[config.mk]
export PLATFORM = sky130hd
export DESIGN_NAME = wav_stream_parser_core_flat
export DESIGN_NICKNAME = d
export VERILOG_FILES = /design/src/rtl/core/wsp_pkg.sv /design/src/rtl/core/wsp_if.sv /design/src/rtl/core/wsp_in_reg.sv /design/src/rtl/core/wsp_parser.sv /design/src/rtl/core/wav_stream_parser_core.sv /design/src/flat_wrapper.sv
export SDC_FILE = /design/constraint.sdc
export NUM_CORES = 1
export LEC_CHECK = 0
export BUFFER_PORTS_ARGS = -buffer_cell sky130_fd_sc_hd__buf_2
export CAP_MARGIN = 10
export CORE_UTILIZATION = 30
export DETAILED_ROUTE_END_ITERATION = 7
export GPL_ROUTABILITY_DRIVEN = 0
export PLACE_DENSITY = 0.45
export SLEW_MARGIN = 10
export SYNTH_ARGS = -nofsm -noshare
export SYNTH_HDL_FRONTEND = slang
export SYNTH_SLANG_ARGS = --single-unit
[constraint.sdc]
create_clock -name clk -period 7.08 [get_ports clk]
set_clock_uncertainty 0.1 [all_clocks]
set_input_delay 0.708 -clock clk [delete_from_list [all_inputs] [get_ports clk]]
set_output_delay 0.708 -clock clk [all_outputs]
set_load 0.1 [all_outputs]
[src/rtl/core/wsp_pkg.sv]
// shared types, codes and header layout for the wav stream parser
package wsp_pkg;

  localparam int MAX_SAMPLE_BYTES = 4;

  typedef enum logic [1:0] {
    KIND_HDR    = 2'd0,
    KIND_SAMPLE = 2'd1,
    KIND_ERR    = 2'd2
  } kind_t;

  typedef enum logic {
    ERR_FORMAT = 1'b0,
    ERR_WIDTH  = 1'b1
  } err_t;

  typedef enum logic [2:0] {
    PH_HEADER = 3'b001,
    PH_DATA   = 3'b010,
    PH_IDLE   = 3'b100
  } phase_t;

  localparam logic [3:0] FIELD_FORMAT = 4'd2;
  localparam logic [3:0] FIELD_BITS   = 4'd10;
  localparam logic [3:0] FIELD_DSIZE  = 4'd12;

  typedef struct packed {
    kind_t              kind;
    logic [3:0]         field_index;
    logic [31:0]        header_value;
    logic signed [31:0] sample_value;
    err_t               error_code;
    logic               last;
  } res_t;

  typedef struct packed {
    logic [3:0] idx;
    logic [5:0] first;
    logic [5:0] end_pos;
  } fld_t;

  // header byte position to field number and byte span
  function automatic fld_t fld_info(input logic [5:0] pos);
    fld_t f;
    case (pos) inside
      [6'd0:6'd3]:   f = '{4'd0,  6'd0,  6'd3};
      [6'd4:6'd7]:   f = '{4'd1,  6'd4,  6'd7};
      [6'd8:6'd11]:  f = '{4'd2,  6'd8,  6'd11};
      [6'd12:6'd15]: f = '{4'd3,  6'd12, 6'd15};
      [6'd16:6'd19]: f = '{4'd4,  6'd16, 6'd19};
      [6'd20:6'd21]: f = '{4'd5,  6'd20, 6'd21};
      [6'd22:6'd23]: f = '{4'd6,  6'd22, 6'd23};
      [6'd24:6'd27]: f = '{4'd7,  6'd24, 6'd27};
      [6'd28:6'd31]: f = '{4'd8,  6'd28, 6'd31};
      [6'd32:6'd33]: f = '{4'd9,  6'd32, 6'd33};
      [6'd34:6'd35]: f = '{4'd10, 6'd34, 6'd35};
      [6'd36:6'd39]: f = '{4'd11, 6'd36, 6'd39};
      default:       f = '{4'd12, 6'd40, 6'd43};
    endcase
    return f;
  endfunction

  // ids are big-endian packed four-byte tags
  function automatic logic fld_is_id(input logic [3:0] idx);
    return (idx == 4'd0) || (idx == 4'd2) || (idx == 4'd3) || (idx == 4'd11);
  endfunction

  function automatic logic [7:0] wave_byte(input logic [1:0] off);
    logic [7:0] c;
    case (off)
      2'd0:    c = 8'h57;  // W
      2'd1:    c = 8'h41;  // A
      2'd2:    c = 8'h56;  // V
      default: c = 8'h45;  // E
    endcase
    return c;
  endfunction

endpackage

[src/rtl/core/wsp_if.sv]
// stream channel interfaces for bytes in and parsed results out
interface wsp_in_if;
  logic       valid;
  logic       ready;
  logic       start_of_file;
  logic [7:0] data_byte;

  modport source (output valid, start_of_file, data_byte, input ready);
  modport sink   (input valid, start_of_file, data_byte, output ready);
endinterface

interface wsp_out_if;
  logic               valid;
  logic               ready;
  wsp_pkg::kind_t     kind;
  logic [3:0]         field_index;
  logic [31:0]        header_value;
  logic signed [31:0] sample_value;
  wsp_pkg::err_t      error_code;
  logic               last;

  modport source (output valid, kind, field_index, header_value, sample_value,
                  error_code, last, input ready);
  modport sink   (input valid, kind, field_index, header_value, sample_value,
                  error_code, last, output ready);
endinterface

[src/rtl/core/wsp_in_reg.sv]
// input register stage holding one byte request
module wsp_in_reg (
  input  logic       clk,
  input  logic       rst_n,
  wsp_in_if.sink     in_ch,
  input  logic       advance,
  output logic       item_valid,
  output logic       item_sof,
  output logic [7:0] item_byte
);

  logic       valid_r, valid_nxt;
  logic       sof_r;
  logic [7:0] byte_r;
  logic       take;

  assign in_ch.ready = !valid_r || advance;
  assign take        = in_ch.valid && in_ch.ready;

  always_comb begin
    valid_nxt = valid_r;
    if (take) begin
      valid_nxt = 1'b1;
    end else if (advance) begin
      valid_nxt = 1'b0;
    end
  end

  always_ff @(posedge clk) begin
    if (!rst_n) begin
      valid_r <= 1'b0;
    end else begin
      valid_r <= valid_nxt;
    end
  end

  always_ff @(posedge clk) begin
    if (take) begin
      sof_r  <= in_ch.start_of_file;
      byte_r <= in_ch.data_byte;
    end
  end

  assign item_valid = valid_r;
  assign item_sof   = sof_r;
  assign item_byte  = byte_r;

endmodule

[src/rtl/core/wsp_parser.sv]
// header field and sample assembly, one byte per strobe
module wsp_parser (
  input  logic          clk,
  input  logic          rst_n,
  input  logic          step,
  input  logic          sof,
  input  logic [7:0]    data_byte,
  output logic          res_valid,
  output wsp_pkg::res_t res
);
  import wsp_pkg::*;

  phase_t      phase_r, phase_nxt;
  logic [5:0]  hcnt_r, hcnt_nxt;
  logic [31:0] facc_r, facc_nxt;
  logic        tag_ok_r, tag_ok_nxt;
  logic [2:0]  sw_r, sw_nxt;
  logic [31:0] left_r, left_nxt;
  logic [1:0]  sidx_r, sidx_nxt;
  logic [31:0] sacc_r, sacc_nxt;

  phase_t      ph;
  fld_t        fi;
  logic [1:0]  off;
  logic [31:0] acc_new;
  logic        tag_new;
  logic [12:0] wbytes;
  logic [31:0] sacc_new;
  logic [31:0] left_new;
  logic [31:0] sval;

  always_comb begin
    // start flag clears everything before this byte is taken
    ph         = sof ? PH_HEADER : phase_r;
    phase_nxt  = ph;
    hcnt_nxt   = sof ? 6'd0 : hcnt_r;
    facc_nxt   = sof ? 32'd0 : facc_r;
    tag_ok_nxt = sof ? 1'b1 : tag_ok_r;
    sw_nxt     = sof ? 3'd0 : sw_r;
    left_nxt   = sof ? 32'd0 : left_r;
    sidx_nxt   = sof ? 2'd0 : sidx_r;
    sacc_nxt   = sof ? 32'd0 : sacc_r;

    fi       = fld_info(hcnt_nxt);
    off      = hcnt_nxt[1:0] - fi.first[1:0];
    acc_new  = fld_is_id(fi.idx) ? {facc_nxt[23:0], data_byte}
                                 : facc_nxt | ({24'd0, data_byte} << {off, 3'b000});
    tag_new  = tag_ok_nxt && !((fi.idx == FIELD_FORMAT) && (data_byte != wave_byte(off)));
    wbytes   = acc_new[15:3];
    sacc_new = sacc_nxt | ({24'd0, data_byte} << {sidx_nxt, 3'b000});
    left_new = left_nxt - 32'd1;
    sval     = sacc_new;
    if ((sw_nxt == 3'd2) && sacc_new[15]) begin
      sval = {16'hFFFF, sacc_new[15:0]};
    end

    res_valid        = 1'b0;
    res.kind         = KIND_HDR;
    res.field_index  = fi.idx;
    res.header_value = acc_new;
    res.sample_value = '0;
    res.error_code   = ERR_FORMAT;
    res.last         = 1'b0;

    case (ph)
      PH_HEADER: begin
        tag_ok_nxt = tag_new;
        facc_nxt   = acc_new;
        if (hcnt_nxt == fi.end_pos) begin
          facc_nxt  = 32'd0;
          res_valid = 1'b1;
          if ((fi.idx == FIELD_FORMAT) && !tag_new) begin
            phase_nxt = PH_IDLE;
            res.kind  = KIND_ERR;
          end else if (fi.idx == FIELD_BITS) begin
            sw_nxt = ((wbytes >= 13'd1) && (wbytes <= 13'(MAX_SAMPLE_BYTES)))
                     ? wbytes[2:0] : 3'd0;
          end else if (fi.idx == FIELD_DSIZE) begin
            if (sw_nxt == 3'd0) begin
              phase_nxt      = PH_IDLE;
              res.kind       = KIND_ERR;
              res.error_code = ERR_WIDTH;
            end else begin
              left_nxt  = acc_new;
              sidx_nxt  = 2'd0;
              sacc_nxt  = 32'd0;
              phase_nxt = (acc_new != 32'd0) ? PH_DATA : PH_IDLE;
            end
          end
        end
        hcnt_nxt = hcnt_nxt + 6'd1;
      end
      PH_DATA: begin
        left_nxt = left_new;
        if (({1'b0, sidx_nxt} + 3'd1) == sw_nxt) begin
          res_valid        = 1'b1;
          res.kind         = KIND_SAMPLE;
          res.field_index  = 4'd0;
          res.header_value = 32'd0;
          res.sample_value = sval;
          res.last         = (left_new < {29'd0, sw_nxt});
          sidx_nxt         = 2'd0;
          sacc_nxt         = 32'd0;
        end else begin
          sidx_nxt = sidx_nxt + 2'd1;
          sacc_nxt = sacc_new;
        end
        if (left_new == 32'd0) begin
          phase_nxt = PH_IDLE;
        end
      end
      default: begin
      end
    endcase
  end

  always_ff @(posedge clk) begin
    if (!rst_n) begin
      phase_r  <= PH_HEADER;
      hcnt_r   <= 6'd0;
      facc_r   <= 32'd0;
      tag_ok_r <= 1'b1;
      sw_r     <= 3'd0;
      left_r   <= 32'd0;
      sidx_r   <= 2'd0;
      sacc_r   <= 32'd0;
    end else if (step) begin
      phase_r  <= phase_nxt;
      hcnt_r   <= hcnt_nxt;
      facc_r   <= facc_nxt;
      tag_ok_r <= tag_ok_nxt;
      sw_r     <= sw_nxt;
      left_r   <= left_nxt;
      sidx_r   <= sidx_nxt;
      sacc_r   <= sacc_nxt;
    end
  end

  a_sample_in_data: assert property (@(posedge clk) disable iff (!rst_n)
    step && res_valid && (res.kind == KIND_SAMPLE) |-> !sof && (phase_r == PH_DATA))
    else $error("sample produced outside data phase");

  a_fmt_err_field: assert property (@(posedge clk) disable iff (!rst_n)
    step && res_valid && (res.kind == KIND_ERR) && (res.error_code == ERR_FORMAT)
    |-> res.field_index == FIELD_FORMAT)
    else $error("format error raised on wrong field");

  a_width_valid: assert property (@(posedge clk) disable iff (!rst_n)
    phase_r == PH_DATA |-> (sw_r != 3'd0) && (sw_r <= 3'(MAX_SAMPLE_BYTES)))
    else $error("data phase with unsupported sample width");

endmodule

[src/rtl/core/wav_stream_parser_core.sv]
// top level: byte input register, parser, and result register
// Parses a canonical 44-byte WAV header from a byte stream and then assembles
// its PCM samples. One byte is taken per cycle with no bubbles while results
// are read: each byte passes through an input register, one stage of parse
// logic and a result register, which holds each result until it is read.
// The input stalls only while a result waits unread and the input register
// already holds a byte. Each header field is emitted on its last byte (ids
// big-endian, numbers little-endian); a format tag other than WAVE or a sample
// width outside 1..4 bytes gives an error and the rest of the file is dropped
// until the next start flag. The final full sample carries last; a trailing
// partial sample is consumed silently.
module wav_stream_parser_core (
  input  logic     clk,
  input  logic     rst_n,
  wsp_in_if.sink   in_ch,
  wsp_out_if.source out_ch
);
  import wsp_pkg::*;

  logic       item_valid;
  logic       item_sof;
  logic [7:0] item_byte;
  logic       step;
  logic       res_valid;
  res_t       res;

  logic       out_valid_r, out_valid_nxt;
  res_t       out_r;

  // a byte moves on whenever the result slot is free or being emptied
  assign step = item_valid && (!out_valid_r || out_ch.ready);

  wsp_in_reg u_in_reg (
    .clk        (clk),
    .rst_n      (rst_n),
    .in_ch      (in_ch),
    .advance    (step),
    .item_valid (item_valid),
    .item_sof   (item_sof),
    .item_byte  (item_byte)
  );

  wsp_parser u_parser (
    .clk       (clk),
    .rst_n     (rst_n),
    .step      (step),
    .sof       (item_sof),
    .data_byte (item_byte),
    .res_valid (res_valid),
    .res       (res)
  );

  always_comb begin
    out_valid_nxt = out_valid_r && !out_ch.ready;
    if (step) begin
      out_valid_nxt = res_valid;
    end
  end

  always_ff @(posedge clk) begin
    if (!rst_n) begin
      out_valid_r <= 1'b0;
    end else begin
      out_valid_r <= out_valid_nxt;
    end
  end

  always_ff @(posedge clk) begin
    if (step && res_valid) begin
      out_r <= res;
    end
  end

  assign out_ch.valid        = out_valid_r;
  assign out_ch.kind         = out_r.kind;
  assign out_ch.field_index  = out_r.field_index;
  assign out_ch.header_value = out_r.header_value;
  assign out_ch.sample_value = out_r.sample_value;
  assign out_ch.error_code   = out_r.error_code;
  assign out_ch.last         = out_r.last;

  a_no_drop: assert property (@(posedge clk) disable iff (!rst_n)
    out_valid_r && !out_ch.ready |=> out_valid_r)
    else $error("pending result lost");

  a_step_needs_slot: assert property (@(posedge clk) disable iff (!rst_n)
    step |-> !out_valid_r || out_ch.ready)
    else $error("parser advanced into a full result slot");

  a_out_stable: assert property (@(posedge clk) disable iff (!rst_n)
    out_valid_r && !out_ch.ready |=> $stable(out_r))
    else $error("waiting result changed");

endmodule
[src/flat_wrapper.sv]
// flat-port wrapper written by rule: the top's interface ports become plain ports
module wav_stream_parser_core_flat import wsp_pkg::*;
  (clk, rst_n, in_ch_valid, in_ch_start_of_file, in_ch_data_byte, in_ch_ready, out_ch_valid, out_ch_kind, out_ch_field_index, out_ch_header_value, out_ch_sample_value, out_ch_error_code, out_ch_last, out_ch_ready);
  wsp_in_if in_ch_i ();
  wsp_out_if out_ch_i ();
  input  logic clk;
  input  logic rst_n;
  input wire logic [$bits(in_ch_i.valid)-1:0] in_ch_valid;
  input wire logic [$bits(in_ch_i.start_of_file)-1:0] in_ch_start_of_file;
  input wire logic [$bits(in_ch_i.data_byte)-1:0] in_ch_data_byte;
  output wire logic [$bits(in_ch_i.ready)-1:0] in_ch_ready;
  output wire logic [$bits(out_ch_i.valid)-1:0] out_ch_valid;
  output wire logic [$bits(out_ch_i.kind)-1:0] out_ch_kind;
  output wire logic [$bits(out_ch_i.field_index)-1:0] out_ch_field_index;
  output wire logic [$bits(out_ch_i.header_value)-1:0] out_ch_header_value;
  output wire logic [$bits(out_ch_i.sample_value)-1:0] out_ch_sample_value;
  output wire logic [$bits(out_ch_i.error_code)-1:0] out_ch_error_code;
  output wire logic [$bits(out_ch_i.last)-1:0] out_ch_last;
  input wire logic [$bits(out_ch_i.ready)-1:0] out_ch_ready;
  assign in_ch_i.valid = in_ch_valid;
  assign in_ch_i.start_of_file = in_ch_start_of_file;
  assign in_ch_i.data_byte = in_ch_data_byte;
  assign in_ch_ready = in_ch_i.ready;
  assign out_ch_valid = out_ch_i.valid;
  assign out_ch_kind = out_ch_i.kind;
  assign out_ch_field_index = out_ch_i.field_index;
  assign out_ch_header_value = out_ch_i.header_value;
  assign out_ch_sample_value = out_ch_i.sample_value;
  assign out_ch_error_code = out_ch_i.error_code;
  assign out_ch_last = out_ch_i.last;
  assign out_ch_i.ready = out_ch_ready;
  wav_stream_parser_core u_core (.clk(clk), .rst_n(rst_n), .in_ch(in_ch_i), .out_ch(out_ch_i));
endmodule
After elaboration in Yosys (flattened, before gate mapping)
Index checks and enable logic that the tools add are counted.
{ "totals": {"input_bits": 13, "wordCells": 184, "regBits": 194, "output_inout_bits": 74} }
{ "op_classes": {"add_sub_neg": 5, "n_bitwise": 5, "n_mux": 75, "shifts": 2, "magnitude_cmp": 27, "n_reduce_logical": 39, "n_eq_ne": 13} }
{ "op_table": {"columns": ["operator", "n"], "rows": [
  ["two-way mux 32 bit", 18],
  ["two-way mux 16 bit", 8],
  ["one-hot mux 32 bit (2 select lines)", 2],
  ["two-way mux 69 bit", 1],
  ["two-way mux 68 bit", 1],
  ["bitwise OR 32 bit", 2],
  ["<< shifter 8 x 5 -> 32 bit", 2],
  ["two-way mux 15 bit", 4],
  ["two-way mux 3 bit", 14],
  ["zero test 32 bit", 1],
  ["less-than comparator 32 x 3 -> 1 bit", 1],
  ["nonzero test 32 bit", 1],
  ["subtractor 32 x 1 -> 32 bit, second input constant", 1],
  [">= comparator 6 x 5 -> 1 bit, second input constant", 5],
  ["less-or-equal comparator 6 x 5 -> 1 bit, second input constant", 5],
  ["two-way mux 2 bit", 12],
  ["logical AND 1 bit", 21],
  [">= comparator 6 bit, second input constant", 3],
  ["less-or-equal comparator 6 bit, second input constant", 3],
  ["one-hot mux 5 bit (3 select lines)", 1],
  [">= comparator 13 x 1 -> 1 bit, second input constant", 1],
  ["less-or-equal comparator 13 x 3 -> 1 bit, second input constant", 1],
  ["== test 4 bit, second input constant", 3],
  [">= comparator 6 x 4 -> 1 bit, second input constant", 2],
  ["31 further kinds", 53]
]} }

Depth between registers and ports, before layout
{ "depth": {"ltp_word": 28, "mapped_depth": 18, "depth_no_buf": 11} }

Hierarchy
Synthesis repeated with hierarchy kept, for this count alone.
{ "hier_totals": {"cells_unflattened": 1225, "area_unflattened_um2": 11001.8} }
{ "modules_own_cells": {"columns": ["module", "area_per_inst_um2", "cells_each", "n_inst"], "rows": [
  ["wsp_parser", 8438.1, 1133, 1],
  ["wav_stream_parser_core", 2235.9, 78, 1],
  ["wsp_in_reg", 327.8, 14, 1]
]} }

Worst setup path before layout
OpenSTA, ideal clock, no wires.
{ "synth_path": {"path_kind": "reg-to-reg", "start": "register u_core.u_in_reg.sof_r (netlist: u_core.u_in_reg.item_sof)", "end": "register u_core.out_r (netlist bit u_core.out_ch.error_code), enable pin", "setup_ps": 527, "path_buffers": 2, "path_stages_with_launch": 12, "period_less_slack_ps": 6792, "arrival_time_ps": 6165, "setup_slack_ps": 288, "required_ps": 6453, "path_cell_list": "edfxtp_1 clkbuf_1 nor2b_1 inv_1 buf_1 ha_1 inv_1 a221oi_4 a211oi_1 o221ai_1 nand4_1 a21oi_1"} }
{ "synth_between": {"elab_chain_cells": 19, "elab_cells_between_ends": 61, "cone_classes": "add/sub (1); order compare (24); eq/ne (4); mux (19); reduce/logical (13)"} }
{ "synth_lines": {"columns": ["element", "line", "rtl"], "rows": [
  ["start, declared", "wsp_in_reg.sv:13", "logic sof_r;"],
  ["start signal, assigned", "wsp_in_reg.sv:39", "sof_r <= in_ch.start_of_file;"],
  ["two-way mux 6 bit", "wsp_parser.sv:36", "hcnt_nxt = sof ? 6'd0 : hcnt_r;"],
  [">= comparator 6 bit (implied by the code) or less-or-equal comparator 6 bit (tied branches)", "wsp_parser.sv:44", "fi = fld_info(hcnt_nxt);"],
  ["logical AND 1 bit (implied by the code)", "wsp_parser.sv:44", null],
  ["two-way mux 15 bit (4 in a row)", "wsp_pkg.sv:45", "case (pos) inside"],
  ["two-way mux 16 bit (8 in a row)", "wsp_pkg.sv:45", null],
  ["== test 6 bit", "wsp_parser.sv:69", "if (hcnt_nxt == fi.end_pos) begin"],
  ["two-way mux 1 bit", "wsp_parser.sv:69", null],
  ["one-hot mux 1 bit (2 select lines) *", "wsp_parser.sv:65", "case (ph)"],
  ["logical AND 1 bit *", "wav_stream_parser_core.sv:69", "if (step && res_valid) begin"],
  ["end signal, assigned", "wav_stream_parser_core.sv:70", "out_r <= res;"],
  ["end, declared", "wav_stream_parser_core.sv:28", "res_t out_r;"]
]} }
Mark *: on every way between the ends. The rest lies on a longest branch, timed or not.
A chain may end at the register's enable or synchronous reset.

Worst setup path after layout
{ "layout_path": {"start": "register u_core.u_in_reg.sof_r (netlist: u_core.u_in_reg.item_sof)", "end": "register u_core.u_parser.sacc_r[7]"} }
{ "layout_between": {"elab_chain_cells": 26, "elab_cells_between_ends": 83, "cone_classes": "add/sub (2); order compare (24); eq/ne (10); shift (1); mux (26); bitwise (1); reduce/logical (19)"} }
{ "layout_lines": {"columns": ["element", "line", "rtl"], "rows": [
  ["two-way mux 6 bit", "wsp_parser.sv:36", null],
  [">= comparator 6 bit (implied by the code) or less-or-equal comparator 6 bit (tied branches)", "wsp_parser.sv:44", null],
  ["logical AND 1 bit (implied by the code)", "wsp_parser.sv:44", null],
  ["two-way mux 15 bit (3 in a row)", "wsp_pkg.sv:45", null],
  ["two-way mux 16 bit (8 in a row)", "wsp_pkg.sv:45", null],
  ["subtractor 2 bit", "wsp_parser.sv:45", "off = hcnt_nxt[1:0] - fi.first[1:0];"],
  ["== test 2 bit (tied with other cells)", "wsp_pkg.sv:70", "case (off)"],
  ["one-hot mux 5 bit (3 select lines)", "wsp_pkg.sv:70", null],
  ["inequality test 8 bit", "wsp_parser.sv:48", "tag_new = tag_ok_nxt && !((fi.idx == FIELD_FORMAT) && (data_byte != wave_byte(off)));"],
  ["logical AND 1 bit", "wsp_parser.sv:48", null],
  ["zero test 1 bit", "wsp_parser.sv:48", null],
  ["logical AND 1 bit", "wsp_parser.sv:48", null],
  ["zero test 1 bit", "wsp_parser.sv:72", "if ((fi.idx == FIELD_FORMAT) && !tag_new) begin"],
  ["logical AND 1 bit", "wsp_parser.sv:72", null],
  ["two-way mux 32 bit", "wsp_parser.sv:72", null],
  ["two-way mux 32 bit", "wsp_parser.sv:69", null],
  ["one-hot mux 32 bit (2 select lines) *", "wsp_parser.sv:65", null],
  ["end signal, assigned", "wsp_parser.sv:135", "sacc_r <= sacc_nxt;"],
  ["end, declared", "wsp_parser.sv:20", "logic [31:0] sacc_r, sacc_nxt;"]
]} }
Marked as above.

==> summary.txt <==
Status = finished with violations
Failing checks = design-rule violations
XOR/XNOR Fraction of Synth Area = 1.21%
Clock group share of total power = 40.8%
Clock Path Buffers = 2
Inserted Clock Buffers = 17
Simple-gate area share of the yosys netlist = 22.2%
Max H-tree Level = 4
Post-place setup slack = 2410 ps
Seq/Total Area, Yosys = 43.2%
Ports = 87
CP endpoint kind = flip-flop
Fmax achieved = 210 MHz
Root Buffer = clkbuf_16
Setup WS post-layout = 2310 ps
Yosys warns = 0
Leak = 4.35 nW
Setup crit start kind = flip-flop
Layout Cells excl Fill = 1729
Post-route core utilization = 34.3%
DRT Pass-1 Iters = 8
Clock sink count = 194
IO Port Bufs = 86
Largest net degree at the start of global routing = 74
Share of power burned in registers = 49.1%
Fraction of layout cells with a size suffix above 1 = 14.8%
Final Slew Violations = 0
Chip height = 192 um
DR top layer = met4
Routed vias = 9951
Met2 WL = 18600 um
Largest fanout on the critical path = 32
Die Area = 37000 um2
Cell variety after synth = 87
Compound-Gate Fraction of Synth Area = 24.1%
Post-CTS Repair Setup Buffers = 0
Post-DP HPWL = 27000 um
WL per Instance = 22.9 um
Logic pwr share = 10.1%
Global Route Usage Sum = 21.6%
Rows = 69
DRC violations left = 14
Sw Share = 28.0%
Hold-fix buffers at CTS = 0
First-pass GRT wire length = 60100 um
Asr flop ratio synth = 0%
Die X = 192 um
Main combinational cell family by area after synthesis = compound AO/OA/AOI/OAI gates
Clock-pin slew on the worst setup and hold paths = 70 ps
Syn Nets = 1260
Adder-cell area share of the yosys netlist = 1.04%
Worst setup path category = flip-flop to flip-flop
Hold crit path type = primary input to flip-flop
Worst Path Arrival = 5050 ps
Area of the multi-input gates = 5670 um2
Gr ovfl total = 0
FF/Latch Area = 4690 um2
TritonCTS clock tree = built
Net count, final = 1277
VDD IR-drop max = 165 uV
Synthesized flop and latch total = 194
Fill count = 3708
Pint = 1.78 mW
EDFF count, synth = 81
Final setup fails = 0
Main flop type after synthesis = dfxtp_1
Post-CTS sizing = 0
Critical Path RT = 7370 ps
Routed Antenna Nets = 0
Starting Density = 30.5%
Syn_area_per_cell = 8.79 um2
Worst skew pair latency = 460 ps
Vias in the first global route = 9280
Inst Count DP = 1697
1st-iter DRT viols = 988
Mapped cell area = 10900 um2
Multiplexer share of the synthesized area = 3.36%
Crit share post-route = 67.3%
DR WL met3 = 1930 um
N_diodes = 0
Number of antenna violations at the first check in global routing = 0
Power Density = 203 nW/um2
Synth Instances = 1238
Setup TNS = 0 ps
Tmin final = 4770 ps
Slew headroom = 34.4%
Hold violation count in the final report = 0
Flop2flop setup slack = 2310 ps
Worst-Margin Slew = 982 ps
Placeable Area = 35700 um2
Wl on met1 = 18600 um
Layout Area Growth over Synthesis = 12.4%
Switching Power = 0.694 mW
# Max-Cap Violations = 0
RSZ-0062 raised after global routing = false
Vias/cell = 5.76
Total Wirelength = 39700 um
[stage by stage]
step | area, um2 | power (mW) | hold WS (ps)
after floorplan | 10900 | 1.39 | 331
after global placement | 11600 | 1.49 | 347
after detailed placement | 11600 | 1.49 | 347
after CTS | 12200 | 2.50 | 304
after global routing | 12200 | 2.57 | 308
final | 12200 | 2.48 | 331
[worst paths after layout]
check | cells after the start | end | from
hold / removal | 1 | u_core.u_in_reg.item_sof | in_ch_start_of_file
hold reg to reg | 2 | u_core.u_parser.facc_r[26] | u_core.u_parser.facc_r[26]
setup reg to reg | 12 | u_core.u_parser.sacc_r[7] | u_core.u_in_reg.item_sof
setup / recovery | 12 | u_core.u_parser.sacc_r[7] | u_core.u_in_reg.item_sof
[synth_stat cells, types with 8 or more instances]
master	count	area share [%]
o211ai_1	8	0.55
ha_1	9	1.0
nor3_1	55	2.5
o21ai_0	53	2.4
a22oi_1	60	4.1
buf_1	11	0.38
a211oi_1	14	0.97
nand2_1	76	2.6
buf_2	12	0.55
nand4_1	15	0.86
a21oi_1	89	4.1
mux2_2	19	2.0
or3_1	8	0.46
a22o_1	35	2.8
mux2i_1	14	1.3
dfxtp_1	113	21
nor2b_1	27	1.6
a311oi_1	16	1.3
xnor2_1	10	0.81
inv_1	19	0.66
a31oi_1	19	1.1
clkbuf_1	84	2.9
nand3_1	45	2.1
nor2_1	160	5.5
edfxtp_1	81	22
and2_1	8	0.46
nor4_1	28	1.6
[registers in the layout (all words and copies together) (netlist names)]
register	cells
u_core.u_in_reg.item_valid	1
u_core.u_in_reg.item_byte	8
u_core.u_parser.facc_r	32
u_core.out_ch.valid	1
u_core.u_parser.hcnt_r	6
u_core.out_ch.kind	2
u_core.out_ch.sample_value	32
u_core.u_parser.tag_ok_r	1
u_core.u_parser.left_r	32
u_core.u_in_reg.item_sof	1
u_core.u_parser.phase_r	3
u_core.out_ch.header_value	32
u_core.u_parser.sidx_r	2
u_core.out_ch.error_code	1
u_core.u_parser.sacc_r	32
u_core.out_ch.last	1
u_core.u_parser.sw_r	3
u_core.out_ch.field_index	4
[per-layer routing]
metal,track usage (%),vias up
met1,30.1,4878
li1,-,4718
met4,5.78,0
met5,0,-
met3,3.26,34
met2,34.6,321
[placed cells by master (no fill, tap or decap), types with 45 or more instances in the layout]
cell type  Yosys  layout
nor2_1       160     159
dfxtp_1      113     113
a21oi_1       89      88
buf_2         12      86
edfxtp_1      81      81
nand2_1       76      76
a22oi_1       60      60
nor3_1        55      54
o21ai_0       53      53
nand3_1       45      45
[worst max-delay path: stages (launching register included)]
cell,delay [ps]
edfxtp_1,830
nor2b_1,100
buf_4,220
inv_1,400
ha_1,400
inv_1,160
a211o_1,280
a21oi_1,200
and4b_1,320
a41oi_2,500
a21oi_2,180
a21oi_4,730
a22o_1,260
[layout make-up]
type | count | share of cell area, %
Inverter | 21 | 0.645
Clock inverter | 12 | 1.18
Sequential cell | 194 | 38.4
Timing Repair Buffer | 109 | 5.03
Multi-Input combinational cell | 912 | 46.4
Tap cell | 461 | 4.72
Clock buffer | 20 | 3.65
[cells by family after synthesis]
family                     count (synthesis)
and+or+nand+nor                          481
AOI/OAI and AO/OA                        373
buffers and inverters                    132
muxes                                     34
adders and majority gates                  9
DFF                                      194
xor gates and xnor gates                  15
[power by group through the flow]
stage | Clock, mW | Sequential [mW] | Combinational, mW
global placement | 0 | 1.24 | 0.246
finish | 1.01 | 1.22 | 0.251
detailed placement | 0 | 1.24 | 0.246
floorplan | 0 | 1.21 | 0.188
global route | 1.08 | 1.22 | 0.270
CTS | 1.04 | 1.22 | 0.246
Note: power is estimated with default switching activity, not from simulation.
